### src/sv/fbpa_pkg.sv
// ----------------------------------------------------------------------------
// fbpa_pkg
// shared constants, types and helpers of the block pool allocator
// ----------------------------------------------------------------------------
`default_nettype none

package fbpa_pkg;

	localparam int MAX_BLOCKS = 256;
	localparam int LINK_AW    = $clog2(MAX_BLOCKS);

	localparam int CNT_W      = 9;
	localparam int LOG2_W     = 4;
	localparam int ADDR_W     = 32;
	localparam int IDX_W      = 8;
	localparam int CFG_IDX_W  = 2;
	localparam int CFG_DATA_W = 32;

	localparam int OUT_FIELDS_W = IDX_W + ADDR_W + CNT_W;
	localparam int OUT_TDATA_W  = ((OUT_FIELDS_W + 7) / 8) * 8;

	localparam logic [CNT_W-1:0]  RST_BLOCK_COUNT = CNT_W'(256);
	localparam logic [LOG2_W-1:0] RST_SIZE_LOG2   = LOG2_W'(12);
	localparam logic [ADDR_W-1:0] RST_BASE        = '0;
	localparam logic [CNT_W-1:0]  CNT_SAT         = '1;

	localparam logic REQ_ALLOC = 1'b0;
	localparam logic REQ_FREE  = 1'b1;

	typedef enum logic [CFG_IDX_W-1:0] {
		CFG_BLOCK_COUNT     = 2'd0,
		CFG_BLOCK_SIZE_LOG2 = 2'd1,
		CFG_BASE_ADDRESS    = 2'd2
	} cfg_reg_t;

	typedef enum logic {
		ST_IDLE,
		ST_LOOKUP
	} state_t;

	typedef struct packed {
		logic [CNT_W-1:0]  eff_count;
		logic [LOG2_W-1:0] size_log2;
		logic [ADDR_W-1:0] base;
		logic              restart;
		logic [CNT_W-1:0]  restart_count;
	} cfg_t;

	// block count clipped to the link memory depth
	function automatic logic [CNT_W-1:0] eff_count(input logic [CNT_W-1:0] count);
		if (32'(count) > MAX_BLOCKS)
			return CNT_W'(MAX_BLOCKS);
		return count;
	endfunction

endpackage

`default_nettype wire

### src/sv/fixed_block_pool_allocator.sv
// ----------------------------------------------------------------------------
// fixed_block_pool_allocator
// fixed-size block pool with a lazily built free list in a link memory
// ----------------------------------------------------------------------------
// usage
//   request words enter on the s_ group: s_tuser is the request kind
//   (allocate or free), s_tdata the byte address of a block to free
//   every request gives exactly one result word on the m_ group: m_tuser
//   says granted, m_tdata carries block index, block address, free count
//   an allocate links the next untouched block, pops the list head and
//   fetches the link of that head from the link memory
//   a request is accepted, then looked up: the accept cycle writes or reads the link
//   memory, the lookup state picks up its registered read data; the next
//   request is taken in the cycle after the lookup, so requests never overlap
//   the result shows on m_tvalid after the lookup state ends
//   the result sits in an output register; a stalled receiver holds it
//   there, one more request is still taken, and its lookup waits until the
//   register is emptied
//   reset (arst_n low) or any defined config write restarts the pool: all blocks
//   free, head at block 0, no link written yet; no clearing pass is needed
//   config writes are single-cycle and only legal while no request is open
// ----------------------------------------------------------------------------
`default_nettype none

module fixed_block_pool_allocator (
	input  wire logic                                clk,
	input  wire logic                                arst_n,
	// request channel
	input  wire logic                                s_tvalid,
	output logic                                     s_tready,
	input  wire logic [fbpa_pkg::ADDR_W-1:0]         s_tdata,  // [31:0] free_address
	input  wire logic                                s_tuser,  // [0] req_type
	// result channel
	output logic                                     m_tvalid,
	input  wire logic                                m_tready,
	output logic      [fbpa_pkg::OUT_TDATA_W-1:0]    m_tdata,  // [7:0] block_index,
	                                                            // [39:8] block_address,
	                                                            // [48:40] free_count,
	                                                            // [55:49] zero
	output logic                                     m_tuser,  // [0] granted
	// configuration write port
	input  wire logic                                cfg_we,
	input  wire logic [fbpa_pkg::CFG_IDX_W-1:0]      cfg_index,
	input  wire logic [fbpa_pkg::CFG_DATA_W-1:0]     cfg_data
);

	localparam int AW = fbpa_pkg::LINK_AW;
	localparam int CW = fbpa_pkg::CNT_W;

	fbpa_pkg::cfg_t   cfg;
	fbpa_pkg::state_t state_q, state_d;

	// pool state
	logic [CW-1:0] init_q;       // next untouched block
	logic [CW-1:0] free_q;       // free block count
	logic [CW-1:0] head_q;       // free list head
	logic          head_valid_q;

	// request held across the lookup cycle
	logic                        granted_s1;
	logic [fbpa_pkg::IDX_W-1:0]  idx_s1;
	logic [fbpa_pkg::ADDR_W-1:0] addr_s1;
	logic                        follow_s1;   // head moves to the fetched link
	logic                        fwd_s1;      // link came from the accept cycle's write
	logic [CW-1:0]               fwd_data_s1;
	logic                        oor_s1;      // head beyond the link memory

	// output register
	logic                            m_valid_q;
	logic [fbpa_pkg::OUT_TDATA_W-1:0] m_data_q;
	logic                            m_user_q;

	// link memory port
	logic          ram_we, ram_re;
	logic [AW-1:0] ram_waddr, ram_raddr;
	logic [CW-1:0] ram_wdata, ram_rdata;

	logic accept, done;
	logic is_alloc, lazy_go, pop_go, fidx_ok, fwd_hit;
	logic [fbpa_pkg::ADDR_W-1:0] off, fidx, alloc_addr;
	logic [CW-1:0] link_in, free_dec, new_head;

	fbpa_cfg_regs u_cfg (
		.clk       (clk),
		.arst_n    (arst_n),
		.cfg_we    (cfg_we),
		.cfg_index (cfg_index),
		.cfg_data  (cfg_data),
		.cfg       (cfg)
	);

	fbpa_link_ram #(
		.AW (AW),
		.DW (CW)
	) u_link (
		.clk   (clk),
		.we    (ram_we),
		.waddr (ram_waddr),
		.wdata (ram_wdata),
		.re    (ram_re),
		.raddr (ram_raddr),
		.rdata (ram_rdata)
	);

	// sequencer: accept, then a lookup state that waits for the output register
	always_comb begin
		state_d  = state_q;
		s_tready = 1'b0;
		done     = 1'b0;
		unique case (state_q)
			fbpa_pkg::ST_IDLE: begin
				s_tready = 1'b1;
				if (s_tvalid)
					state_d = fbpa_pkg::ST_LOOKUP;
			end
			fbpa_pkg::ST_LOOKUP: begin
				done = !m_valid_q || m_tready;
				if (done)
					state_d = fbpa_pkg::ST_IDLE;
			end
			default: begin
				state_d = fbpa_pkg::ST_IDLE;
			end
		endcase
	end

	always_ff @(posedge clk or negedge arst_n) begin
		if (!arst_n)
			state_q <= fbpa_pkg::ST_IDLE;
		else
			state_q <= state_d;
	end

	assign accept   = s_tvalid && s_tready;
	assign is_alloc = (s_tuser == fbpa_pkg::REQ_ALLOC);

	// allocate side: lazy link step and pop
	assign lazy_go    = init_q < cfg.eff_count;
	assign pop_go     = free_q != '0;
	assign free_dec   = free_q - CW'(1);
	assign alloc_addr = cfg.base + (fbpa_pkg::ADDR_W'(head_q) << cfg.size_log2);
	assign fwd_hit    = lazy_go && (init_q == head_q);

	// free side: address to block index
	assign off     = s_tdata - cfg.base;
	assign fidx    = off >> cfg.size_log2;
	assign fidx_ok = fidx < fbpa_pkg::ADDR_W'(cfg.eff_count);
	assign link_in = head_valid_q ? head_q : cfg.eff_count;

	always_comb begin
		ram_we    = accept && (is_alloc ? lazy_go : fidx_ok);
		ram_waddr = is_alloc ? AW'(init_q) : AW'(fidx);
		ram_wdata = is_alloc ? (init_q + CW'(1)) : link_in;
		ram_re    = accept && is_alloc && pop_go;
		ram_raddr = AW'(head_q);
	end

	// link of the popped head: forwarded, read back, or zero beyond the memory
	always_comb begin
		if (oor_s1)
			new_head = '0;
		else if (fwd_s1)
			new_head = fwd_data_s1;
		else
			new_head = ram_rdata;
	end

	always_ff @(posedge clk) begin
		if (accept) begin
			granted_s1  <= is_alloc ? pop_go : fidx_ok;
			idx_s1      <= (is_alloc && pop_go) ? head_q[fbpa_pkg::IDX_W-1:0] : '0;
			addr_s1     <= (is_alloc && pop_go) ? alloc_addr : '0;
			follow_s1   <= is_alloc && pop_go && (free_dec != '0);
			fwd_s1      <= fwd_hit;
			fwd_data_s1 <= init_q + CW'(1);
			oor_s1      <= 32'(head_q) >= fbpa_pkg::MAX_BLOCKS;
		end
	end

	always_ff @(posedge clk or negedge arst_n) begin
		if (!arst_n) begin
			init_q       <= '0;
			free_q       <= fbpa_pkg::eff_count(fbpa_pkg::RST_BLOCK_COUNT);
			head_q       <= '0;
			head_valid_q <= 1'b1;
		end else if (cfg.restart) begin
			init_q       <= '0;
			free_q       <= cfg.restart_count;
			head_q       <= '0;
			head_valid_q <= 1'b1;
		end else if (accept) begin
			if (is_alloc) begin
				if (lazy_go)
					init_q <= init_q + CW'(1);
				if (pop_go) begin
					free_q <= free_dec;
					if (free_dec == '0)
						head_valid_q <= 1'b0;
				end
			end else if (fidx_ok) begin
				head_q       <= CW'(fidx);
				head_valid_q <= 1'b1;
				if (free_q != fbpa_pkg::CNT_SAT)
					free_q <= free_q + CW'(1);
			end
		end else if (done && follow_s1) begin
			head_q <= new_head;
		end
	end

	// output register
	always_ff @(posedge clk or negedge arst_n) begin
		if (!arst_n)
			m_valid_q <= 1'b0;
		else if (done)
			m_valid_q <= 1'b1;
		else if (m_tready)
			m_valid_q <= 1'b0;
	end

	always_ff @(posedge clk) begin
		if (done) begin
			m_user_q <= granted_s1;
			m_data_q <= fbpa_pkg::OUT_TDATA_W'({free_q, addr_s1, idx_s1});
		end
	end

	assign m_tvalid = m_valid_q;
	assign m_tdata  = m_data_q;
	assign m_tuser  = m_user_q;

endmodule

`default_nettype wire

### src/sv/fbpa_link_ram.sv
// ----------------------------------------------------------------------------
// fbpa_link_ram
// single write, single read link memory with registered read data
// ----------------------------------------------------------------------------
`default_nettype none

module fbpa_link_ram #(
	parameter int AW = 8,
	parameter int DW = 9
) (
	input  wire logic          clk,
	input  wire logic          we,
	input  wire logic [AW-1:0] waddr,
	input  wire logic [DW-1:0] wdata,
	input  wire logic          re,
	input  wire logic [AW-1:0] raddr,
	output logic      [DW-1:0] rdata
);

	logic [DW-1:0] mem [2**AW];

	always_ff @(posedge clk) begin
		if (we)
			mem[waddr] <= wdata;
	end

	always_ff @(posedge clk) begin
		if (re)
			rdata <= mem[raddr];
	end

endmodule

`default_nettype wire

### src/sv/fbpa_cfg_regs.sv
// ----------------------------------------------------------------------------
// fbpa_cfg_regs
// configuration registers and pool restart request
// ----------------------------------------------------------------------------
`default_nettype none

module fbpa_cfg_regs (
	input  wire logic                               clk,
	input  wire logic                               arst_n,
	input  wire logic                               cfg_we,
	input  wire logic [fbpa_pkg::CFG_IDX_W-1:0]     cfg_index,
	input  wire logic [fbpa_pkg::CFG_DATA_W-1:0]    cfg_data,
	output fbpa_pkg::cfg_t                          cfg
);

	logic [fbpa_pkg::CNT_W-1:0]  block_count_q;
	logic [fbpa_pkg::LOG2_W-1:0] size_log2_q;
	logic [fbpa_pkg::ADDR_W-1:0] base_q;
	logic                        hit;
	logic [fbpa_pkg::CNT_W-1:0]  count_d;

	always_comb begin
		hit     = 1'b0;
		count_d = block_count_q;
		unique case (cfg_index)
			fbpa_pkg::CFG_BLOCK_COUNT: begin
				hit     = 1'b1;
				count_d = cfg_data[fbpa_pkg::CNT_W-1:0];
			end
			fbpa_pkg::CFG_BLOCK_SIZE_LOG2,
			fbpa_pkg::CFG_BASE_ADDRESS: begin
				hit = 1'b1;
			end
			default: begin
				hit = 1'b0;
			end
		endcase
	end

	always_ff @(posedge clk or negedge arst_n) begin
		if (!arst_n) begin
			block_count_q <= fbpa_pkg::RST_BLOCK_COUNT;
			size_log2_q   <= fbpa_pkg::RST_SIZE_LOG2;
			base_q        <= fbpa_pkg::RST_BASE;
		end else if (cfg_we) begin
			if (cfg_index == fbpa_pkg::CFG_BLOCK_COUNT)
				block_count_q <= cfg_data[fbpa_pkg::CNT_W-1:0];
			if (cfg_index == fbpa_pkg::CFG_BLOCK_SIZE_LOG2)
				size_log2_q <= cfg_data[fbpa_pkg::LOG2_W-1:0];
			if (cfg_index == fbpa_pkg::CFG_BASE_ADDRESS)
				base_q <= cfg_data[fbpa_pkg::ADDR_W-1:0];
		end
	end

	always_comb begin
		cfg.eff_count     = fbpa_pkg::eff_count(block_count_q);
		cfg.size_log2     = size_log2_q;
		cfg.base          = base_q;
		cfg.restart       = cfg_we && hit;
		cfg.restart_count = fbpa_pkg::eff_count(count_d);
	end

endmodule

`default_nettype wire

### config.mk
export PLATFORM = sky130hd
export DESIGN_NAME = fixed_block_pool_allocator
export DESIGN_NICKNAME = d
export VERILOG_FILES = /design/src/sv/fbpa_pkg.sv /design/src/sv/fixed_block_pool_allocator.sv /design/src/sv/fbpa_link_ram.sv /design/src/sv/fbpa_cfg_regs.sv
export SDC_FILE = /design/constraint.sdc
export NUM_CORES = 2
export LEC_CHECK = 0
export ABC_AREA = 1
export BUFFER_PORTS_ARGS = -buffer_cell sky130_fd_sc_hd__buf_4
export CORE_MARGIN = 5
export CORE_UTILIZATION = 40
export CTS_CLUSTER_SIZE = 16
export DETAILED_ROUTE_END_ITERATION = 16
export PLACE_DENSITY_LB_ADDON = 0.12
export SLEW_MARGIN = 20
export SYNTH_ARGS = -nofsm -noshare
export SYNTH_HDL_FRONTEND = slang
export SYNTH_SLANG_ARGS = --single-unit
### constraint.sdc
create_clock -name clk -period 17.87 [get_ports clk]
set_input_delay 2.6805 -clock clk [delete_from_list [all_inputs] [get_ports clk]]
set_output_delay 2.6805 -clock clk [all_outputs]
set_load 0.01 [all_outputs]
==> impl_results.md <==
- Status: finished clean
- Number of port buffers: between 100 and 150
- Worst-Skew Late Latency: 860 ps
- Clk pwr share: 0.325
- Netlist cell types: 54
- Seq pwr share: 0.407
- RePlAce Congestion: 0.904
- Switch share: 0.348
- Vias in the first global route: a little over 70000
- Largest stage delay, worst path: 890 ps
- Most frequent CP cell: nand2_1
- Total congestion overflow: 0
- Fin. max-slew vios: 0
- Largest family of logic cells by synthesized area: compound AO/OA/AOI/OAI gates
- ANT nets after route: 0
- Bufs on Longest Clock Path: 4
- Setup Viol. Count Final: 0
- Syn Std Cell Area: about 110000 µm²
- Final clock skew: between 70 and 80 ps
- Share of layout cells above drive strength 1: 0.107
- Inst Count DP: around 12000
- Data arrival, critical path: 8200 ps
- DIE HEIGHT: 528 µm
- Hold WC Path Type: register to register
- CP max stage cell: a21oi_1
- First-pass GRT wire length: 506 mm
- Xor and xnor area share after synthesis: 0.00245
- Root Driver: clkbuf_16
- Non-filler cells, final: 12900
- DRC viols: 0
- Max Fclk: 0.129 GHz
- WL per Instance: 27.1 µm
- Setup TNS Final: 0 ps
- CTS tree: done
- Synth Area in Adders: 0.00934
- Internal power: 11.2 mW
- CTS Hold Bufs: 0
- Area growth from synthesis to layout: 11.9%
- VDD IR-drop max: 0.0807 mV
- P per Cell Area: 143 nW/µm²
- Synth Area in Simple Gates: 0.108
- CTS Sinks: 2491
- Hold path depth: 0
- CP Capture Type: register
- Flops & latches, synth: between 2000 and 2500
- Sequential area share after synthesis: 0.693
- Mux cell area share after synthesis: 0.000373
- Cts repair resizes: 0
- Antenna violations before repair: 10
- Wirelength, routed: 350 mm
- CTS clock-pin slew for the worst setup and hold paths: approximately 60 ps
- Fin crit period: 7770 ps
- R2R cell count: 13
- Hold Fails Final Rpt: 0
- Synth Area in Compound Gates: 0.151
- Total GRT Usage: 0.242
- Largest net degree at the start of global routing: between 150 and 200
- Final Cycle Share: 0.435
- Num rows: 190
- Worst EP required: 18300 ps
- Cells after synthesis: 9249
- Post CTS Setup Buffer Count: 0
- Post-DR vias/cell: just under 6
- Commonest non-fill, non-tap cell in the layout: edfxtp_1
- RSZ-0062 raised after global routing: false
- Switching power: 5.97 mW
- CTS buffer count: 282
- Initial cell density of the core: 0.401
- Core Region: about 270000 µm²
- Number of DRC markers in iteration 0: about 8300
- Max-cap viol count: 0
- Crit Path Max Fanout: 44
- Rel. slew slack: 0.187
- Die Width: ~530 µm
- Combinational Power Share: 0.268
- FILL cells: between 20000 and 25000
- LEAKAGE: between 30 and 40 nW
- CP Class: input pin to register
- I/O pins: ~130
- Number of H-tree levels: 5
- Vias after detailed routing: 74700
- Number of iterations in the first detailed-routing pass: 8
- Syn avg cell area: 11.6 µm²
- Most frequent cells in the layout: edfxtp_1, nor2_1, o21ai_0
- Worst Setup Start Kind: input pin
- Final HPWL DP: 204 mm
- Worst slew pin tran: between 1000 and 1500 ps
- Number of nets in the layout: 9283
- Synth warnings: 0
- Die area: ~280000 µm²
## registers in the layout, indices dropped and copies added, names as in the netlist
| signal | flops |
|---|---|
| state_q | 1 |
| fwd_s1 | 1 |
| granted_s1 | 1 |
| head_q | 9 |
| u_link.rdata | 9 |
| u_cfg.base_q | 32 |
| fwd_data_s1 | 9 |
| addr_s1 | 32 |
| oor_s1 | 1 |
| m_tvalid | 1 |
| u_cfg.block_count_q | 9 |
| m_tdata | 49 |
| free_q | 9 |
| init_q | 9 |
| u_link.mem | 2304 |
| m_tuser | 1 |
| head_valid_q | 1 |
| u_cfg.size_log2_q | 4 |
| idx_s1 | 8 |
| follow_s1 | 1 |
## worst paths after layout
check,startpoint,to,slack [ps]
max in group asynchronous,arst_n,head_q[1],15010
worst min register to register,addr_s1[22],m_tdata[30],420
min in group asynchronous,arst_n,m_tvalid,1820
worst max register to register,head_q[0],u_link.rdata[7],11230
worst min-delay path,addr_s1[22],m_tdata[30],420
worst max-delay path,s_tdata[0],u_link.mem[169][2],10100
## per-stage QoR
step | instance area, µm² | setup WS (ps) | util | power [mW] | hold slack [ps]
global placement | 111000 | 9210 | 0.416 | 11.7 | 404
floorplan | 107000 | 2540 | - | 9.89 | 400
global route | 120000 | 9700 | 0.449 | 17.8 | 421
detailed placement | 111000 | 9310 | 0.416 | 11.7 | 405
finish | 120000 | 10100 | 0.449 | 17.1 | 418
CTS | 120000 | 10190 | 0.449 | 17.2 | 419
## synth_stat cells (all sizes together)
cell type	n	share of area
a211o	1	0.000082
a211oi	1	0.000070
a21boi	2	0.00014
a21o	4	0.00028
a21oi	374	0.026
a22oi	2	0.00014
a31oi	10	0.00058
a32oi	2	0.00016
and2	7	0.00041
and3	1	0.000058
buf	104	0.0064
clkbuf	555	0.019
clkinv	7	0.00024
conb	1	0.000035
dfrtp	70	0.016
dfstp	5	0.0012
edfxtp	2416	0.68
fa	2	0.00037
ha	77	0.0090
inv	272	0.0095
mux2i	4	0.00037
nand2	833	0.030
nand3	218	0.010
nand3b	1	0.000070
nand4	22	0.0014
nor2	1776	0.064
nor3	18	0.00084
nor4	7	0.00041
nor4b	1	0.000082
o2111ai	1	0.000082
o211ai	6	0.00042
o21a	7	0.00049
o21ai	1608	0.075
o21bai	3	0.00021
o221ai	3	0.00024
o22ai	725	0.042
o31ai	7	0.00049
o32ai	53	0.0043
or2	13	0.00076
xnor2	7	0.00057
xor2	23	0.0019
## cell type report
type | count | area [µm²] | share of cell area
timing repair buffer | 252 | 2120 | 0.0176
tap | 3552 | 4440 | 0.0370
antenna | 6 | 15.0 | 0.000125
clock buffer | 358 | 7500 | 0.0624
inverter | 279 | 1080 | 0.00900
clock inverter | 134 | 1190 | 0.00994
multi-input combinational | 5826 | 29300 | 0.244
sequential | 2491 | 74500 | 0.620
## critical path: cells and delay by family
family          cells  cell delay [ps]
compound gates      3             1210
fa+ha+maj           3              800
buf+inv             6             1360
simple gates       18             2070
## cell families (layout without fill, tap and decap cells)
logic type | count (synthesis) | after routing
multiplexers | 4 | 4
other | 1 | 13
XOR/XNOR | 30 | 30
adder cells (fa/ha/maj) | 79 | 79
flip-flops | 2491 | 2491
AO/OA/AOI/OAI | 2809 | 2809
AND/OR/NAND/NOR | 2897 | 2897
buffers and inverters | 938 | 1023
## per-layer routing
| layer | track usage | up-vias | wire, µm |
|---|---|---|---|
| met1 | 0.346 | 37600 | 152000 |
| met4 | 0.0726 | 0 | 10500 |
| met3 | 0.0409 | 495 | 27200 |
| li1 | - | 33500 | - |
| met2 | 0.381 | 3097 | 160000 |
| met5 | 0 | - | 0 |
## power groups by stage
| stage | Sequential (mW) | Combinational [mW] | Clock (mW) |
|---|---|---|---|
| 2_1_floorplan | 7.27 | 2.62 | 0 |
| 3_3_place_gp | 7.10 | 4.57 | 0 |
| 3_5_place_dp | 7.10 | 4.55 | 0 |
| 4_1_cts | 6.98 | 4.56 | 5.67 |
| 5_1_grt | 6.99 | 4.93 | 5.91 |
| 6_report | 6.98 | 4.59 | 5.58 |
Note: power is estimated with default switching activity, not from simulation.
